**src/rtl/spq_pkg.sv**
```systemverilog
// ----------------------------------------------------------------------------
// spq_pkg: shared definitions for the stable priority queue
// Operation codes, error codes and the control word that is broadcast to
// every cell.
// ----------------------------------------------------------------------------
`default_nettype none

package spq_pkg;

	localparam int OP_BITS  = 2;
	localparam int ERR_BITS = 2;

	localparam logic [OP_BITS-1:0] OP_INSERT = 2'd0;
	localparam logic [OP_BITS-1:0] OP_REMOVE = 2'd1;
	localparam logic [OP_BITS-1:0] OP_CLEAR  = 2'd2;

	localparam logic [ERR_BITS-1:0] ERR_NONE  = 2'd0;
	localparam logic [ERR_BITS-1:0] ERR_EMPTY = 2'd1;
	localparam logic [ERR_BITS-1:0] ERR_FULL  = 2'd2;

	// broadcast to all cells; at most one is high
	typedef struct packed {
		logic ins;	// legal insert accepted this cycle
		logic rem;	// legal removal accepted this cycle
	} cell_ctrl_t;

endpackage

`default_nettype wire

```
**src/rtl/spq_cell.sv**
```systemverilog
// ----------------------------------------------------------------------------
// spq_cell: one slot of the sorted row
// Holds one entry. On insert it keeps, takes the new entry or takes its
// upper neighbor; on removal it takes its lower neighbor.
// ----------------------------------------------------------------------------
`default_nettype none

module spq_cell
	import spq_pkg::*;
#(
	parameter int PAYLOAD_BITS  = 32,
	parameter int PRIORITY_BITS = 16
) (
	input  wire                             clk,
	input  wire cell_ctrl_t                 ctrl,
	input  wire                             occupied,	// slot below held count
	input  wire logic signed [PRIORITY_BITS-1:0] new_pri,
	input  wire logic [PAYLOAD_BITS-1:0]    new_pay,
	input  wire                             up_keep,	// upper neighbor keeps its entry
	input  wire logic signed [PRIORITY_BITS-1:0] up_pri,
	input  wire logic [PAYLOAD_BITS-1:0]    up_pay,
	input  wire logic signed [PRIORITY_BITS-1:0] dn_pri,
	input  wire logic [PAYLOAD_BITS-1:0]    dn_pay,
	output logic                            keep,
	output logic signed [PRIORITY_BITS-1:0] pri,
	output logic [PAYLOAD_BITS-1:0]         pay,
	output logic signed [PRIORITY_BITS-1:0] pri_d,
	output logic [PAYLOAD_BITS-1:0]         pay_d
);

	logic signed [PRIORITY_BITS-1:0] pri_q;
	logic [PAYLOAD_BITS-1:0]         pay_q;

	// >= keeps equal priorities ahead of the newcomer (FIFO among equals)
	assign keep = occupied && (pri_q >= new_pri);
	assign pri  = pri_q;
	assign pay  = pay_q;

	always_comb begin
		pri_d = pri_q;
		pay_d = pay_q;
		if (ctrl.ins && !keep) begin
			if (up_keep) begin
				pri_d = new_pri;
				pay_d = new_pay;
			end else begin
				pri_d = up_pri;
				pay_d = up_pay;
			end
		end else if (ctrl.rem) begin
			pri_d = dn_pri;
			pay_d = dn_pay;
		end
	end

	always_ff @(posedge clk) begin
		pri_q <= pri_d;
		pay_q <= pay_d;
	end

endmodule

`default_nettype wire

```
**src/rtl/stable_priority_queue.sv**
```systemverilog
// ----------------------------------------------------------------------------
// stable_priority_queue: bounded sorted-list priority queue
// Row of CAPACITY cells kept in descending priority, FIFO among equals.
// ----------------------------------------------------------------------------
// Usage:
//  - Slave stream (s_*) carries one command item per handshake: insert an
//    entry, remove the head, or clear. Master stream (m_*) returns exactly
//    one result item per command: head entry, count, empty flag, error.
//  - All cells compare the broadcast priority in parallel and shift by one
//    position in the same cycle.
//  - Latency: result is valid the cycle after the command is accepted.
//  - Throughput: one item per cycle while the receiver takes results.
//    The single output register sets the figure: a new command is accepted
//    when that register is empty or is being read in the same cycle.
//  - Receiver stall: the result holds in m_tdata, s_tready drops, and the
//    queue contents do not change until the result is taken.
//  - Reset: held count cleared, output register empty. Slot contents are
//    not cleared; slots at or above the held count are never looked at.
//  - Insert into a full queue or removal from an empty one changes nothing
//    and reports an error code. Unused op codes change nothing.
// ----------------------------------------------------------------------------
`default_nettype none

module stable_priority_queue
	import spq_pkg::*;
#(
	parameter int CAPACITY      = 16,
	parameter int PAYLOAD_BITS  = 32,
	parameter int PRIORITY_BITS = 16
) (
	input  wire  clk,
	input  wire  arst_n,
	input  wire  s_tvalid,
	output logic s_tready,
	// op, priority_req, payload (low bits up), zero fill to bytes
	input  wire  [((OP_BITS+PRIORITY_BITS+PAYLOAD_BITS+7)/8)*8-1:0] s_tdata,
	output logic m_tvalid,
	input  wire  m_tready,
	// head_payload, head_priority, entry_count, is_empty, error_code
	// (low bits up), zero fill to bytes
	output logic [((PAYLOAD_BITS+PRIORITY_BITS+$clog2(CAPACITY+1)+1+ERR_BITS+7)/8)*8-1:0]
		m_tdata
);

	localparam int CNT_BITS = $clog2(CAPACITY + 1);
	localparam int IN_USED  = OP_BITS + PRIORITY_BITS + PAYLOAD_BITS;
	localparam int OUT_USED = PAYLOAD_BITS + PRIORITY_BITS + CNT_BITS + 1 + ERR_BITS;
	localparam int OUT_W    = ((OUT_USED + 7) / 8) * 8;

	// ---- input unpack ----
	logic [OP_BITS-1:0]              op;
	logic signed [PRIORITY_BITS-1:0] priority_req;
	logic [PAYLOAD_BITS-1:0]         payload;

	assign op           = s_tdata[OP_BITS-1:0];
	assign priority_req = s_tdata[OP_BITS+PRIORITY_BITS-1:OP_BITS];
	assign payload      = s_tdata[IN_USED-1:OP_BITS+PRIORITY_BITS];

	// ---- control ----
	logic [CNT_BITS-1:0] count_q, count_d;
	logic                out_valid_q;
	logic                accept, full, empty;
	logic [ERR_BITS-1:0] err;
	cell_ctrl_t          ctrl;

	assign s_tready = !out_valid_q || m_tready;
	assign accept   = s_tvalid && s_tready;
	assign full     = (count_q == CNT_BITS'(CAPACITY));
	assign empty    = (count_q == '0);

	always_comb begin
		ctrl    = '0;
		err     = ERR_NONE;
		count_d = count_q;
		case (op)
			OP_INSERT: begin
				if (full) begin
					err = ERR_FULL;
				end else begin
					ctrl.ins = accept;
					count_d  = count_q + CNT_BITS'(1);
				end
			end
			OP_REMOVE: begin
				if (empty) begin
					err = ERR_EMPTY;
				end else begin
					ctrl.rem = accept;
					count_d  = count_q - CNT_BITS'(1);
				end
			end
			OP_CLEAR: begin
				count_d = '0;
			end
			default: begin
				count_d = count_q;
			end
		endcase
	end

	// ---- cell row ----
	logic                            keep  [CAPACITY];
	logic signed [PRIORITY_BITS-1:0] pri   [CAPACITY];
	logic [PAYLOAD_BITS-1:0]         pay   [CAPACITY];
	logic signed [PRIORITY_BITS-1:0] pri_d [CAPACITY];
	logic [PAYLOAD_BITS-1:0]         pay_d [CAPACITY];

	for (genvar i = 0; i < CAPACITY; i++) begin : g_cell
		logic                            up_keep;
		logic signed [PRIORITY_BITS-1:0] up_pri, dn_pri;
		logic [PAYLOAD_BITS-1:0]         up_pay, dn_pay;

		if (i == 0) begin : g_top
			// head cell: nothing above, so on insert it takes the new entry if it moves
			assign up_keep = 1'b1;
			assign up_pri  = priority_req;
			assign up_pay  = payload;
		end else begin : g_mid
			assign up_keep = keep[i-1];
			assign up_pri  = pri[i-1];
			assign up_pay  = pay[i-1];
		end

		if (i == CAPACITY - 1) begin : g_bot
			assign dn_pri = '0;
			assign dn_pay = '0;
		end else begin : g_up
			assign dn_pri = pri[i+1];
			assign dn_pay = pay[i+1];
		end

		spq_cell #(
			.PAYLOAD_BITS (PAYLOAD_BITS),
			.PRIORITY_BITS(PRIORITY_BITS)
		) u_cell (
			.clk     (clk),
			.ctrl    (ctrl),
			.occupied(count_q > CNT_BITS'(i)),
			.new_pri (priority_req),
			.new_pay (payload),
			.up_keep (up_keep),
			.up_pri  (up_pri),
			.up_pay  (up_pay),
			.dn_pri  (dn_pri),
			.dn_pay  (dn_pay),
			.keep    (keep[i]),
			.pri     (pri[i]),
			.pay     (pay[i]),
			.pri_d   (pri_d[i]),
			.pay_d   (pay_d[i])
		);
	end

	// ---- state and result register ----
	logic                            res_empty;
	logic [OUT_W-1:0]                res_q;

	assign res_empty = (count_d == '0);

	always_ff @(posedge clk or negedge arst_n) begin
		if (!arst_n) begin
			count_q     <= '0;
			out_valid_q <= 1'b0;
		end else begin
			if (accept) begin
				count_q     <= count_d;
				out_valid_q <= 1'b1;
			end else if (m_tready) begin
				out_valid_q <= 1'b0;
			end
		end
	end

	// zero fill above the used bits comes from the size cast
	always_ff @(posedge clk) begin
		if (accept) begin
			res_q <= OUT_W'({err,
				res_empty,
				count_d,
				res_empty ? {PRIORITY_BITS{1'b0}} : pri_d[0],
				res_empty ? {PAYLOAD_BITS{1'b0}} : pay_d[0]});
		end
	end

	assign m_tvalid = out_valid_q;
	assign m_tdata  = res_q;

endmodule

`default_nettype wire

```
**config.mk**
```make
export PLATFORM = sky130hd
export DESIGN_NAME = stable_priority_queue
export DESIGN_NICKNAME = d
export VERILOG_FILES = /design/src/rtl/spq_pkg.sv /design/src/rtl/spq_cell.sv /design/src/rtl/stable_priority_queue.sv
export SDC_FILE = /design/constraint.sdc
export NUM_CORES = 2
export LEC_CHECK = 0
export ABC_AREA = 0
export BUFFER_PORTS_ARGS = -buffer_cell sky130_fd_sc_hd__buf_4
export CAP_MARGIN = 10
export CORE_ASPECT_RATIO = 0.75
export CORE_MARGIN = 2
export CORE_UTILIZATION = 45
export DETAILED_ROUTE_END_ITERATION = 12
export GPL_TIMING_DRIVEN = 0
export PLACE_DENSITY = 0.69
export SYNTH_ARGS = -nofsm -noshare
export SYNTH_HDL_FRONTEND = slang
export SYNTH_SLANG_ARGS = --single-unit
```
**constraint.sdc**
```tcl
create_clock -name clk -period 6.3 [get_ports clk]
set_input_delay 0.315 -clock clk [delete_from_list [all_inputs] [get_ports clk]]
set_output_delay 0.315 -clock clk [all_outputs]
set_load 0.005 [all_outputs]
```
==> summary.md <==
| Metric | Value |
|---|---|
| R2r endpoint | `g_cell[13].u_cell.pri[13]$_DFFE_PP_` |
| Clock transition at the registers of the reported paths | `0.06 ns` |
| Final #Nets | `5126` |
| Fillcell total | `9718` |
| TritonCTS buffer count | `90` |
| Post-synth EDFFs | `776` |
| Final WL | `175 mm` |
| First-pass GRT wire length | `250 mm` |
| PD cells | `354 nW/µm²` |
| Drt wl/cell | `27.6 µm` |
| Combinational power share | `35.3%` |
| WHS | `0.148 ns` |
| Distinct cells, synth | `68` |
| Register Area | `24400 µm²` |
| Clock Path Buffers | `3` |
| IO Port Bufs | `62` |
| Worst Hold End | `m_tdata[55]$_DFFE_PP_` |
| # rows | `105` |
| Critical R2R Launch | `count_q[1]$_DFFE_PN0P_` |
| CTS tree | `built` |
| WL met2 | `67.5 mm` |
| Worst Tran Pin Value | `1.41 ns` |
| Starting density of the core | `45.4%` |
| Drt initial violations | `6129` |
| HP Class | `in2reg` |
| Share of layout cells above drive strength 1 | `12.4%` |
| Final Skew | `0.0267 ns` |
| Req. time, crit path | `6.67 ns` |
| Post-DRT Antenna Nets | `0` |
| Mapped Cells | `4553` |
| Aggregate global routing overflow | `0` |
| Die area | `113000 µm²` |
| Seq pwr share | `37.4%` |
| Final setup violation count | `0` |
| GRT Util Overall | `29.9%` |
| Worst Path Arrival | `6.44 ns` |
| Pint | `12.5 mW` |
| Min-delay src | `s_tdata[1]` |
| Final Max Slew Viols | `0` |
| DRC | `0` |
| Clock sink total | `830` |
| Min Tclk post-route | `6.07 ns` |
| Commonest non-fill, non-tap cell in the layout | `edfxtp_1` |
| Top sig layer | `met4` |
| Switching Share | `36.9%` |
| Register area share after synthesis | `49.2%` |
| R2r setup slk | `0.58 ns` |
| Syn_area_per_cell | `10.9 µm²` |
| HPWL after detailed placement | `141 mm` |
| Clk root buf | `clkbuf_16` |
| Max VDD drop | `204 µV` |
| Final GP Congestion | `0.982` |
| Maximum fanout along the worst path | `31` |
| Min-Delay Path Depth | `2` |
| Setup Crit Path Kind | `in2reg` |
| Top Ports | `118` |
| Largest net degree at the start of global routing | `52` |
| Post-Synthesis Cell Area | `49600 µm²` |
| Leak Pwr | `21.2 nW` |
| Clock power share | `27.3%` |
| Initial antenna violation count | `14` |
| Warnings, synthesis | `0` |
| Layout area overhead | `12.7%` |
| Routed via count | `40500` |
| Crit path launch type | `input port` |
| Total negative slack | `0 ns` |
| R2R cell count | `11` |
| Unrepaired setup endpoints after global routing | `no` |
| Fin. Hold Viols | `0` |
| Final period utilization | `96.4%` |
| Flops & latches, synth | `830` |
| Outcome | `completed` |
| Mapped Nets | `4875` |
| Max-Cap Viols | `0` |
| H-tree depth | `3` |
| Routed vias/inst | `6.39` |
| Number of detailed-route iterations in the first pass | `7` |
| Number of global-route vias before repair | `37200` |
| Met3 Routed Length | `26.9 mm` |
| Top FF cell, synth | `edfxtp_1` |
| Clock latency on the worst-skew pair | `0.69 ns` |
| Die Y | `292 µm` |
| Ys async rst share | `0.723%` |
| Critical path endpoint category | `register` |
| M1 wire length | `76.2 mm` |
| Most frequent cells in the layout | `edfxtp_1 (776), a21oi_1 (606), mux2i_1 (581), o21ai_0 (558), clkbuf_1 (354)` |
| Slew HR | `5.74%` |
| Fmax | `0.165 GHz` |
| Footprint of the multi-input gates | `23300 µm²` |
| Die Span X | `388 µm` |
| Sw Pwr | `7.31 mW` |
| Core area | `109000 µm²` |
-- registers in the layout, indices dropped and copies added (netlist names) --
register / count
g_cell.u_cell.pri: 256
m_tdata: 56
m_tvalid: 1
count_q: 5
g_cell.u_cell.pay: 512
-- stage by stage --
step,power (mW),worst slack (ns),cell area [µm²],instances,utilization (%)
4_1_cts,19.4,0.180,55300,6251,50.5
2_1_floorplan,11.6,1.21,49600,4553,-
3_3_place_gp,13.9,-1.99,51900,6059,47.4
5_1_grt,20.5,0.0132,55900,6332,51.1
6_report,19.8,0.229,55900,6338,51.1
3_5_place_dp,14.0,-0.515,52300,6078,47.8
-- cell families after synthesis --
| group | synth area share, % |
|---|---|
| buffers and inverters | 4.07 |
| AOI/OAI and AO/OA | 18.5 |
| and+or+nand+nor | 5.61 |
| DFF | 49.2 |
| adders and majority gates | 6.60 |
| xor gates and xnor gates | 0.0176 |
| muxes | 16.0 |
-- layout make-up --
class | count | area share [%]
Antenna cell | 13 | 0.0581
Inverter | 48 | 0.371
Timing Repair Buffer | 159 | 2.59
Tap cell | 1444 | 3.23
Sequential cell | 830 | 43.6
Clock buffer | 110 | 4.18
Buffer | 455 | 3.30
Clock inverter | 59 | 1.07
Multi-Input combinational cell | 3220 | 41.6
-- worst max-delay path by stage --
stage	slack, ns	cells past startpoint	endpoint	from
floorplan	1.21	13	g_cell[15].u_cell.pay[0]$_SDFFCE_PN0P_	s_tdata[7]
global placement	-1.99	9	g_cell[13].u_cell.pri[11]$_DFFE_PP_	m_tready
detailed placement	-0.51	15	g_cell[5].u_cell.pri[10]$_DFFE_PP_	s_tdata[12]
CTS	0.18	15	g_cell[5].u_cell.pri[6]$_DFFE_PP_	s_tdata[17]
global route	0.01	12	g_cell[14].u_cell.pay[28]$_DFFE_PP_	s_tdata[15]
finish	0.23	12	g_cell[14].u_cell.pay[29]$_DFFE_PP_	s_tdata[15]
-- per-layer routing --
| layer | vias to the layer above | GRT usage, % |
|---|---|---|
| met2 | 2862 | 40.1 |
| met5 | - | 0 |
| li1 | 18000 | - |
| met4 | 0 | 7.59 |
| met3 | 317 | 10.8 |
| met1 | 19400 | 45.1 |
-- power groups by stage --
stage / sequential, mW / combinational (mW) / clock (mW)
floorplan: 7.31 / 4.28 / 0
global placement: 7.51 / 6.38 / 0
detailed placement: 7.48 / 6.55 / 0
CTS: 7.38 / 6.59 / 5.41
global route: 7.46 / 7.40 / 5.62
finish: 7.41 / 6.99 / 5.41
-- critical path, cell delays in order --
cell	delay, ns
clkbuf_1	0.66
clkbuf_1	0.58
inv_1	0.63
ha_1	0.50
a21o_1	0.18
a2111oi_0	0.72
o21ai_0	0.61
a21oi_1	0.63
buf_2	0.38
buf_2	0.36
nand2b_2	0.55
buf_12	0.29
-- what timing repair did --
| action | 4_1_cts | 5_1_grt |
|---|---|---|
| gates resized for setup | 0 | 11 |
| setup endpoints to repair | 0 | 48 |
| hold buffers | 4 | 0 |
| buffers inserted | 0 | 53 |
| hold endpoints to repair | 7 | 0 |
-- cells in the mapped netlist, types with 67 or more instances --
| cell | n | area share [%] |
|---|---|---|
| nand3_1 | 67 | 0.68 |
| buf_2 | 87 | 0.88 |
| mux2_2 | 190 | 4.3 |
| mux2i_1 | 581 | 12 |
| clkbuf_1 | 338 | 2.6 |
| nand2_1 | 202 | 1.5 |
| edfxtp_1 | 776 | 47 |
| ha_1 | 262 | 6.6 |
| o21ai_0 | 558 | 5.6 |
| nor2_1 | 126 | 0.95 |
| a21oi_1 | 606 | 6.1 |
| a211oi_1 | 75 | 1.1 |
No activity file was read; power rests on OpenSTA's default activity.
